$ cat config.mk
export PLATFORM = sky130hd
export DESIGN_NAME = chunked_bump_allocator_flat
export DESIGN_NICKNAME = d
export VERILOG_FILES = /design/src/cba_pkg.sv /design/src/cba_if.sv /design/src/cba_ram.sv /design/src/cba_table.sv /design/src/chunked_bump_allocator.sv /design/src/flat_wrapper.sv
export VERILOG_INCLUDE_DIRS = /design/src /design/src/src
export SDC_FILE = /design/constraint.sdc
export NUM_CORES = 1
export LEC_CHECK = 0
export BUFFER_PORTS_ARGS = -buffer_cell sky130_fd_sc_hd__buf_2
export CAP_MARGIN = 20
export CORE_ASPECT_RATIO = 1.2
export CORE_MARGIN = 1
export CORE_UTILIZATION = 30
export DETAILED_ROUTE_END_ITERATION = 16
export GPL_TIMING_DRIVEN = 0
export MAX_ROUTING_LAYER = met4
export SETUP_SLACK_MARGIN = 0.15
export SKIP_LAST_GASP = 1
export SYNTH_ARGS = -nofsm -noshare
export SYNTH_HDL_FRONTEND = slang
export SYNTH_HIERARCHICAL = 1
export SYNTH_SLANG_ARGS = --single-unit
export TNS_END_PERCENT = 30
$ cat constraint.sdc
create_clock -name clk -period 17.8 [get_ports clk]
set_input_delay 3.56 -clock clk [delete_from_list [all_inputs] [get_ports clk]]
set_output_delay 3.56 -clock clk [all_outputs]
set_load 0.01 [all_outputs]
$ cat src/chunked_bump_allocator_assert.svh
// Assertion macros used by the allocator RTL.
`ifndef CHUNKED_BUMP_ALLOCATOR_ASSERT_SVH
`define CHUNKED_BUMP_ALLOCATOR_ASSERT_SVH

// Same-cycle implication, disabled during reset.
`define CBA_ASSERT_NOW(label, clk, rst, ante, cons, msg) \
  label: assert property (@(posedge clk) disable iff (rst) (ante) |-> (cons)) \
    else $error(msg);

// Next-cycle implication, disabled during reset.
`define CBA_ASSERT_NEXT(label, clk, rst, ante, cons, msg) \
  label: assert property (@(posedge clk) disable iff (rst) (ante) |=> (cons)) \
    else $error(msg);

`endif

$ cat src/cba_pkg.sv
package cba_pkg;

  localparam int MAX_CHUNKS    = 16;
  localparam int BACKING_BYTES = 65536;
  localparam int PAGE_BYTES    = 4096;
  localparam int ALIGN_LOG2    = 4;
  localparam int ALIGN_BYTES   = 1 << ALIGN_LOG2;

  // Fixed field widths.
  localparam int SIZE_W   = 20;
  localparam int STATUS_W = 2;
  localparam int BADDR_W  = 16;
  localparam int SLOT_W   = 4;

  // Derived widths.
  localparam int IDX_W   = (MAX_CHUNKS > 1) ? $clog2(MAX_CHUNKS) : 1;
  localparam int COUNT_W = $clog2(MAX_CHUNKS + 1);
  localparam int BASE_W  = $clog2(BACKING_BYTES);
  localparam int LEN_W   = BASE_W + 1;
  localparam int SUM_W   = LEN_W + 1;
  localparam int ASIZE_W = SIZE_W + 1;

  typedef enum logic [STATUS_W-1:0] {
    ST_GRANTED  = 2'd0,
    ST_BAD_SIZE = 2'd1,
    ST_NO_SPACE = 2'd2,
    ST_RELEASED = 2'd3
  } status_t;

  typedef enum logic [2:0] {
    S_IDLE,
    S_CHECK,
    S_SCAN,
    S_OPEN,
    S_DONE
  } state_t;

  typedef struct packed {
    logic [BASE_W-1:0] base;
    logic [LEN_W-1:0]  length;
    logic [LEN_W-1:0]  used;
  } chunk_t;

  localparam int CHUNK_W = $bits(chunk_t);

  localparam chunk_t RESET_CHUNK = '{
    base:   '0,
    length: LEN_W'(PAGE_BYTES),
    used:   '0
  };

  typedef struct packed {
    logic             rd_en;
    logic [IDX_W-1:0] rd_idx;
    logic             wr_en;
    logic [IDX_W-1:0] wr_idx;
    chunk_t           wr_entry;
    logic             clear;
  } tbl_req_t;

endpackage

$ cat src/cba_if.sv
interface cba_req_if;
  import cba_pkg::*;

  logic              valid;
  logic              ready;
  logic              kind;
  logic [SIZE_W-1:0] request_size;

  modport source (output valid, kind, request_size, input ready);
  modport sink   (input valid, kind, request_size, output ready);
endinterface

interface cba_rsp_if;
  import cba_pkg::*;

  logic                valid;
  logic                ready;
  logic [STATUS_W-1:0] status;
  logic [BADDR_W-1:0]  block_address;
  logic [SLOT_W-1:0]   chunk_slot;
  logic                opened_chunk;

  modport source (output valid, status, block_address, chunk_slot, opened_chunk,
                  input ready);
  modport sink   (input valid, status, block_address, chunk_slot, opened_chunk,
                  output ready);
endinterface

$ cat src/cba_ram.sv
module cba_ram #(
  parameter int WIDTH = 8,
  parameter int DEPTH = 16
) (
  input  logic                                     clk,
  input  logic                                     we,
  input  logic [((DEPTH > 1) ? $clog2(DEPTH) : 1)-1:0] waddr,
  input  logic [WIDTH-1:0]                         wdata,
  input  logic                                     re,
  input  logic [((DEPTH > 1) ? $clog2(DEPTH) : 1)-1:0] raddr,
  output logic [WIDTH-1:0]                         rdata
);

  logic [WIDTH-1:0] mem [DEPTH];

  always_ff @(posedge clk) begin
    if (we) begin
      mem[waddr] <= wdata;
    end
    if (re) begin
      rdata <= mem[raddr];
    end
  end

endmodule

$ cat src/cba_table.sv
module cba_table (
  input  logic              clk,
  input  logic              rst,
  input  cba_pkg::tbl_req_t req,
  output cba_pkg::chunk_t   rd_data
);
  import cba_pkg::*;

  logic [CHUNK_W-1:0] ram_q;
  logic               slot0_written;
  logic               rd_fresh0;

  cba_ram #(
    .WIDTH (CHUNK_W),
    .DEPTH (MAX_CHUNKS)
  ) u_ram (
    .clk   (clk),
    .we    (req.wr_en),
    .waddr (req.wr_idx),
    .wdata (req.wr_entry),
    .re    (req.rd_en),
    .raddr (req.rd_idx),
    .rdata (ram_q)
  );

  // Slot 0 reads as the reset chunk until written after reset or release.
  always_ff @(posedge clk) begin
    if (rst || req.clear) begin
      slot0_written <= 1'b0;
    end else if (req.wr_en && req.wr_idx == '0) begin
      slot0_written <= 1'b1;
    end
  end

  always_ff @(posedge clk) begin
    if (req.rd_en) begin
      rd_fresh0 <= (req.rd_idx == '0) && !slot0_written;
    end
  end

  assign rd_data = rd_fresh0 ? RESET_CHUNK : chunk_t'(ram_q);

endmodule

$ cat src/chunked_bump_allocator.sv
// Arena bump allocator over a 64 KiB backing memory, 16 chunk slots.
// Channels: req (kind, request_size) in, rsp (status, block_address,
// chunk_slot, opened_chunk) out, valid/ready on both; one response per request.
// A request is taken only in the idle state; the block works on one at a time.
// A release or bad-size request goes from the check state straight to done; an
// allocation scans the open slots first fit, and tries to open a new chunk in the
// open state when none fits. The first-fit scan reads one chunk table entry per cycle
// from a single-port-read RAM and compares one entry behind the read, so the
// scan length sets the latency.
// The next request is accepted the cycle after the result enters the output
// register, even if rsp is stalled. A finished result waits in the done state
// until the output register frees up, and no new request is taken meanwhile.
// Reset (and a release request) leaves one empty page chunk at offset 0 and
// the backing pointer at one page; no table clearing pass is needed, slot 0
// reads as its reset value until written.
module chunked_bump_allocator (
  input  logic     clk,
  input  logic     rst,
  cba_req_if.sink  req,
  cba_rsp_if.source rsp
);
  import cba_pkg::*;

  `include "chunked_bump_allocator_assert.svh"

  state_t             state, state_next;
  logic               kind_q;
  logic [SIZE_W-1:0]  size_q;
  logic [LEN_W-1:0]   asize_q;
  logic [COUNT_W-1:0] issue_idx;
  logic               cmp_valid;
  logic [IDX_W-1:0]   cmp_idx;
  logic [COUNT_W-1:0] chunks_open;
  logic [LEN_W-1:0]   backing_top;

  status_t            res_status;
  logic [BADDR_W-1:0] res_addr;
  logic [SLOT_W-1:0]  res_slot;
  logic               res_opened;

  logic                rsp_valid;
  logic [STATUS_W-1:0] rsp_status;
  logic [BADDR_W-1:0]  rsp_addr;
  logic [SLOT_W-1:0]   rsp_slot;
  logic                rsp_opened;

  tbl_req_t tbl_req;
  chunk_t   rd_data;

  logic [ASIZE_W-1:0] asize_full;
  logic               bad_size;
  logic               issue_en;
  logic               fit;
  logic               hit;
  logic [LEN_W-1:0]   new_len;
  logic [SUM_W-1:0]   top_sum;
  logic               no_space;
  logic               out_free;

  cba_table u_table (
    .clk     (clk),
    .rst     (rst),
    .req     (tbl_req),
    .rd_data (rd_data)
  );

  // Size check and alignment.
  assign asize_full = (ASIZE_W'(size_q) + ASIZE_W'(ALIGN_BYTES - 1))
                      & ~ASIZE_W'(ALIGN_BYTES - 1);
  assign bad_size   = (size_q == '0)
                   || (32'(size_q) > 32'(BACKING_BYTES))
                   || (32'(asize_full) > 32'(BACKING_BYTES));

  // Scan: read slot issue_idx, compare slot cmp_idx, whose read was issued in the previous cycle.
  assign issue_en = issue_idx < chunks_open;
  assign fit      = (SUM_W'(rd_data.used) + SUM_W'(asize_q)) <= SUM_W'(rd_data.length);
  assign hit      = cmp_valid && fit;

  // New chunk.
  assign new_len  = (asize_q > LEN_W'(PAGE_BYTES)) ? asize_q : LEN_W'(PAGE_BYTES);
  assign top_sum  = SUM_W'(backing_top) + SUM_W'(new_len);
  assign no_space = (chunks_open >= COUNT_W'(MAX_CHUNKS))
                 || (top_sum > SUM_W'(BACKING_BYTES));

  assign out_free = !rsp_valid || rsp.ready;

  always_comb begin
    state_next = state;
    case (state)
      S_IDLE: begin
        if (req.valid) state_next = S_CHECK;
      end
      S_CHECK: begin
        if (kind_q || bad_size) state_next = S_DONE;
        else                    state_next = S_SCAN;
      end
      S_SCAN: begin
        if (hit)            state_next = S_DONE;
        else if (!issue_en) state_next = S_OPEN;
      end
      S_OPEN: begin
        state_next = S_DONE;
      end
      S_DONE: begin
        if (out_free) state_next = S_IDLE;
      end
      default: begin
        state_next = S_IDLE;
      end
    endcase
  end

  always_comb begin
    req.ready        = 1'b0;
    tbl_req          = '0;
    tbl_req.rd_idx   = IDX_W'(issue_idx);
    tbl_req.wr_idx   = cmp_idx;
    tbl_req.wr_entry = rd_data;
    case (state)
      S_IDLE: begin
        req.ready = 1'b1;
      end
      S_CHECK: begin
        tbl_req.clear = kind_q;
      end
      S_SCAN: begin
        tbl_req.rd_en         = issue_en && !hit;
        tbl_req.wr_en         = hit;
        tbl_req.wr_entry.used = LEN_W'(SUM_W'(rd_data.used) + SUM_W'(asize_q));
      end
      S_OPEN: begin
        tbl_req.wr_en    = !no_space;
        tbl_req.wr_idx   = IDX_W'(chunks_open);
        tbl_req.wr_entry = '{
          base:   BASE_W'(backing_top),
          length: new_len,
          used:   asize_q
        };
      end
      default: begin
      end
    endcase
  end

  always_ff @(posedge clk) begin
    if (rst) begin
      state       <= S_IDLE;
      chunks_open <= COUNT_W'(1);
      backing_top <= LEN_W'(PAGE_BYTES);
      issue_idx   <= '0;
      cmp_valid   <= 1'b0;
    end else begin
      state <= state_next;
      case (state)
        S_IDLE: begin
          if (req.valid) begin
            kind_q <= req.kind;
            size_q <= req.request_size;
          end
        end
        S_CHECK: begin
          asize_q    <= LEN_W'(asize_full);
          issue_idx  <= '0;
          cmp_valid  <= 1'b0;
          res_addr   <= '0;
          res_slot   <= '0;
          res_opened <= 1'b0;
          if (kind_q) begin
            chunks_open <= COUNT_W'(1);
            backing_top <= LEN_W'(PAGE_BYTES);
            res_status  <= ST_RELEASED;
          end else begin
            res_status  <= ST_BAD_SIZE;
          end
        end
        S_SCAN: begin
          if (hit) begin
            res_status <= ST_GRANTED;
            res_addr   <= BADDR_W'(SUM_W'(rd_data.base) + SUM_W'(rd_data.used));
            res_slot   <= SLOT_W'(cmp_idx);
            res_opened <= 1'b0;
          end else begin
            cmp_valid <= issue_en;
            cmp_idx   <= IDX_W'(issue_idx);
            if (issue_en) issue_idx <= issue_idx + COUNT_W'(1);
          end
        end
        S_OPEN: begin
          if (no_space) begin
            res_status <= ST_NO_SPACE;
            res_addr   <= '0;
            res_slot   <= '0;
            res_opened <= 1'b0;
          end else begin
            res_status  <= ST_GRANTED;
            res_addr    <= BADDR_W'(backing_top);
            res_slot    <= SLOT_W'(chunks_open);
            res_opened  <= 1'b1;
            backing_top <= LEN_W'(top_sum);
            chunks_open <= chunks_open + COUNT_W'(1);
          end
        end
        default: begin
        end
      endcase
    end
  end

  // Output register.
  always_ff @(posedge clk) begin
    if (rst) begin
      rsp_valid <= 1'b0;
    end else if (state == S_DONE && out_free) begin
      rsp_valid <= 1'b1;
    end else if (rsp.ready) begin
      rsp_valid <= 1'b0;
    end
  end

  always_ff @(posedge clk) begin
    if (state == S_DONE && out_free) begin
      rsp_status <= res_status;
      rsp_addr   <= res_addr;
      rsp_slot   <= res_slot;
      rsp_opened <= res_opened;
    end
  end

  assign rsp.valid         = rsp_valid;
  assign rsp.status        = rsp_status;
  assign rsp.block_address = rsp_addr;
  assign rsp.chunk_slot    = rsp_slot;
  assign rsp.opened_chunk  = rsp_opened;

  `CBA_ASSERT_NOW(a_open_count_range, clk, rst, 1'b1,
    chunks_open != '0 && 32'(chunks_open) <= MAX_CHUNKS,
    "open chunk count out of range")

  `CBA_ASSERT_NOW(a_backing_top_range, clk, rst, 1'b1,
    32'(backing_top) <= BACKING_BYTES,
    "backing pointer past end of memory")

  `CBA_ASSERT_NEXT(a_open_bumps_count, clk, rst, state == S_OPEN && !no_space,
    chunks_open == $past(chunks_open) + COUNT_W'(1) && res_opened,
    "chunk open did not bump the open count")

  `CBA_ASSERT_NOW(a_table_write_excl, clk, rst, tbl_req.wr_en,
    !tbl_req.rd_en && !tbl_req.clear && (state == S_SCAN || state == S_OPEN),
    "table write overlaps a read or clear")

endmodule

$ cat src/flat_wrapper.sv
// flat-port wrapper written by rule: the top's interface ports become plain ports
module chunked_bump_allocator_flat import cba_pkg::*;
  (clk, rst, req_valid, req_kind, req_request_size, req_ready, rsp_valid, rsp_status, rsp_block_address, rsp_chunk_slot, rsp_opened_chunk, rsp_ready);
  cba_req_if req_i ();
  cba_rsp_if rsp_i ();
  input  logic clk;
  input  logic rst;
  input wire logic [$bits(req_i.valid)-1:0] req_valid;
  input wire logic [$bits(req_i.kind)-1:0] req_kind;
  input wire logic [$bits(req_i.request_size)-1:0] req_request_size;
  output wire logic [$bits(req_i.ready)-1:0] req_ready;
  output wire logic [$bits(rsp_i.valid)-1:0] rsp_valid;
  output wire logic [$bits(rsp_i.status)-1:0] rsp_status;
  output wire logic [$bits(rsp_i.block_address)-1:0] rsp_block_address;
  output wire logic [$bits(rsp_i.chunk_slot)-1:0] rsp_chunk_slot;
  output wire logic [$bits(rsp_i.opened_chunk)-1:0] rsp_opened_chunk;
  input wire logic [$bits(rsp_i.ready)-1:0] rsp_ready;
  assign req_i.valid = req_valid;
  assign req_i.kind = req_kind;
  assign req_i.request_size = req_request_size;
  assign req_ready = req_i.ready;
  assign rsp_valid = rsp_i.valid;
  assign rsp_status = rsp_i.status;
  assign rsp_block_address = rsp_i.block_address;
  assign rsp_chunk_slot = rsp_i.chunk_slot;
  assign rsp_opened_chunk = rsp_i.opened_chunk;
  assign rsp_i.ready = rsp_ready;
  chunked_bump_allocator u_core (.clk(clk), .rst(rst), .req(req_i), .rsp(rsp_i));
endmodule
==> results.md <==
* Outcome: finished clean
* Setup slack, reg-to-reg at 10.81 ns
* Top-area cell type share of the netlist area at 71.47%
* Critical R2R Capture: u_core/u_table/u_ram/mem[8][18]
* Leakage power at 0.01472 uW
* Synth area leaders: edfxtp_1 (71%), mux4_2 (11%), ha_1 (2.1%)
* Switching Power at 908.2 uW
* Initial antenna violation count at 8
* DR iter-0 viols at 1887
* Met2 GRT Util at 23.84%
* Min Tclk post-route at 6.990 ns
* Max Buffers Root-to-Sink at 3
* Vias in the first global route at 21170
* Hold Path Class: reg2reg
* Internal cell power at 3642 uW
* Gr usage total at 15.23%
* Busiest grt layer: met2
* Unrepaired setup endpoints after global routing: no
* CTS Sinks at 964
* Worst-path clk slew at 0.06 ns
* I/O pins at 50
* Syn_nets at 2247
* Slowest stage delay, CP at 0.69 ns
* Core area at 0.1301 sq mm
* DP Area at 0.04284 sq mm
* Clk_skew at 0.02300 ns
* Via count at 21070
* Clock root buffer master: clkbuf_16
* Remaining antenna violation count at 0
* Final instance area at 0.04604 sq mm
* Hold Path End: u_core/rsp.block_address[5]
* I/O Buffers at 49
* Pwr per Cell Area at 98.84 mW/mm^2
* Largest net degree at the start of global routing at 38
* Synth area leader: edfxtp_1
* Synthesized cell area at 0.03929 sq mm
* Sequential area share after synthesis at 72.95%
* TritonCTS Buffers at 99
* Synth Instances at 2154
* Worst hold start: u_core/res_addr[5]
* M3 GR Usage at 2.497%
* Drc violations at 0
* Clk network pwr share at 44.7%
* Setup CP Type: reg2reg
* Required @ worst endpoint at 18.17 ns
* DR pass1 iterations at 5
* Share of post-route cells with drive strength above 1 at 21.89%
* Grt total ovfl at 0
* GPL Wtd Cong at 0.9283
* Pins over their slew limit at 0
* Post CTS Setup Buffer Count at 0
* Register bit count reported by yosys at 964
* Global-route wire length before repair at 143000 um
* Die height at 398.4 um
* PostCTS Resize Cnt at 0
* Post-synth cell types at 71
* Final layout net count at 2475
* YS warnings at 6
* Post-synth EDFFs at 935
* Cell Rows at 145
* Setup crit start: u_core/u_table/rd_fresh0
* Slew HR at 24.81%
* Most used DFF post-synth: edfxtp_1
* Tcrit/Tclk final at 39.27%
* Finish-stage setup viols at 0
* Gate power share at 1.1%
* DIE AREA at 0.1324 sq mm
* CTS Hold Bufs at 0
* CTS tree: done
* Mean Syn Cell Area at 18.24 sq um
* Slowest stage cell on the critical path: nor3_2
* Max Clk Rate at 0.1431 GHz
* Setup crit end kind: register
* Startpoint of the worst-slack reg-to-reg timing path: u_core/u_table/rd_fresh0
* Setup TNS at 0 ns
* Power share of the sequential group at 54.2%
* WL per Instance at 23.79 um
* Startpoint types: register
* Worst R2R Path Depth at 25
* Most used cell, CP: buf_6
* Max-Cap Viols at 0
* FFs w/ async S/R, synth at 0%
* Area growth, synth to finish at 17.20%
* Worst-path fanout max at 10
* M1 GR Usage at 20.03%
* Initial Utilization at 30.20%
* Crit path DAT at 7.36 ns
* Hold path cells at 0
* Final WL at 98710 um
* Switching share of total power at 19.96%
* Die W at 332.3 um
* DP Wirelength at 67510 um
* Hold Fails Final Rpt at 0
* Vias per cell at 5.077
* CTS H-tree depth at 3
* Worst Max-Slew Pin Slew at 1.124 ns
* Worst vdd ir at 0.00007242 V
* Clock Latency Late Sink at 0.68 ns
[layout make-up]
class	instances	area, sq um
diodes	2	5.005
flip-flops and latches	964	28660
plain buffers	101	464.2
fillers	11970	84040
inverters	41	153.9
well taps	1690	2115
clock inverters	62	604.3
multi-input cells	1048	10160
repair buffers	127	1325
clock buffers	115	2559
[cells in the mapped netlist, types with 13 or more instances]
| cell | n |
|---|---|
| o21ai_0 | 47 |
| mux2i_1 | 15 |
| xnor2_1 | 33 |
| a21oi_1 | 37 |
| nor2b_1 | 57 |
| nand2b_1 | 15 |
| nor2_1 | 79 |
| nor3_1 | 26 |
| nand2_1 | 168 |
| clkbuf_1 | 56 |
| and2_1 | 21 |
| buf_1 | 13 |
| inv_1 | 38 |
| edfxtp_1 | 935 |
| buf_2 | 20 |
| ha_1 | 65 |
| nand3_1 | 15 |
| mux4_2 | 200 |
| a22oi_1 | 102 |
| dfxtp_1 | 29 |
| xor2_1 | 14 |
[worst max-delay path: cells and delay by family, from the launching register on]
kind | cells | cell delay, ns
XOR/XNOR | 1 | 0.17
AND/OR/NAND/NOR | 10 | 2.68
AO/OA/AOI/OAI | 6 | 1.19
adder cells (fa/ha/maj) | 3 | 0.96
flip-flops | 1 | 0.53
buffers and inverters | 5 | 1.13
[placed cells by master, fill, tap and decap left out, drive strengths merged, types with 14 or more instances in the layout]
| master | Yosys | final |
|---|---|---|
| buf | 45 | 171 |
| nor2 | 79 | 79 |
| a21oi | 37 | 37 |
| nand3 | 15 | 15 |
| edfxtp | 935 | 935 |
| nor3 | 26 | 26 |
| mux4 | 200 | 200 |
| clkinv | 1 | 44 |
| a22oi | 102 | 102 |
| o21ai | 49 | 49 |
| nand2 | 168 | 168 |
| and2 | 21 | 21 |
| xnor2 | 33 | 33 |
| nor2b | 57 | 57 |
| ha | 65 | 65 |
| mux2i | 15 | 15 |
| dfxtp | 29 | 29 |
| clkbuf | 56 | 172 |
| nand2b | 15 | 15 |
| xor2 | 14 | 14 |
| inv | 40 | 47 |
[worst max-delay path by stage]
stage / end / slack [ns] / cells past startpoint
2_1_floorplan: u_core/u_table/u_ram/mem[0][0] / 9.71 / 18
3_3_place_gp: u_core/u_table/u_ram/mem[4][1] / 4.37 / 21
6_report: u_core/u_table/u_ram/mem[8][18] / 10.81 / 25
3_5_place_dp: u_core/u_table/u_ram/mem[8][18] / 11.03 / 25
4_1_cts: u_core/u_table/u_ram/mem[8][5] / 10.98 / 25
5_1_grt: u_core/u_table/u_ram/mem[8][5] / 10.63 / 25
[power groups by stage]
stage	logic, uW	registers (uW)	clock network (uW)
after floorplan	27.7	2510	0
after global placement	46.6	2510	0
after detailed placement	50.1	2510	0
after CTS	50.2	2470	2080
after global routing	54.7	2470	2160
final	50.7	2470	2030
[flip-flops by register name, indices dropped and copies added, names as in the netlist]
register / flops
u_core/asize_q: 13
u_core/backing_top: 13
u_core/chunks_open: 5
u_core/cmp_idx: 4
u_core/cmp_valid: 1
u_core/issue_idx: 5
u_core/kind_q: 1
u_core/res_addr: 16
u_core/res_opened: 1
u_core/res_slot: 4
u_core/res_status: 2
u_core/rsp.block_address: 16
u_core/rsp.chunk_slot: 4
u_core/rsp.opened_chunk: 1
u_core/rsp.status: 2
u_core/rsp.valid: 1
u_core/size_q: 20
u_core/state: 3
u_core/u_table/rd_fresh0: 1
u_core/u_table/slot0_written: 1
u_core/u_table/u_ram/mem: 800
u_core/u_table/u_ram/rdata: 50
[layer usage]
layer | share of wire (%) | up-vias
met5 | 0 | -
met4 | 3.0 | 0
met3 | 7.6 | 158
met2 | 47 | 833
met1 | 42 | 10940
li1 | - | 9145
[stage by stage]
stage	worst slack, ns	hold WS, ns	total power, uW	utilization (%)	instances
2_1_floorplan	9.714	0.4003	2541	-	2154
3_3_place_gp	4.368	0.4060	2561	32.01	3893
3_5_place_dp	11.03	0.4093	2564	32.93	3968
4_1_cts	10.98	0.4221	4596	35.36	4145
5_1_grt	10.63	0.4222	4681	35.39	4149
6_report	10.81	0.4222	4551	35.39	4150
[kinds of logic (layout without fill, tap and decap cells)]
family                   count (synthesis)  in the layout  share of synthesized area [%]
AND/OR/NAND/NOR                        442            442                          5.507
AO/OA/AOI/OAI                          273            273                          4.777
buffers and inverters                  142            446                          1.564
other                                    0              2                              0
multiplexers                           218            218                          11.93
flip-flops                             964            964                          72.95
XOR/XNOR                                47             47                          1.048
adder cells (fa/ha/maj)                 68             68                          2.223
Power figures use the tool's default switching activity.
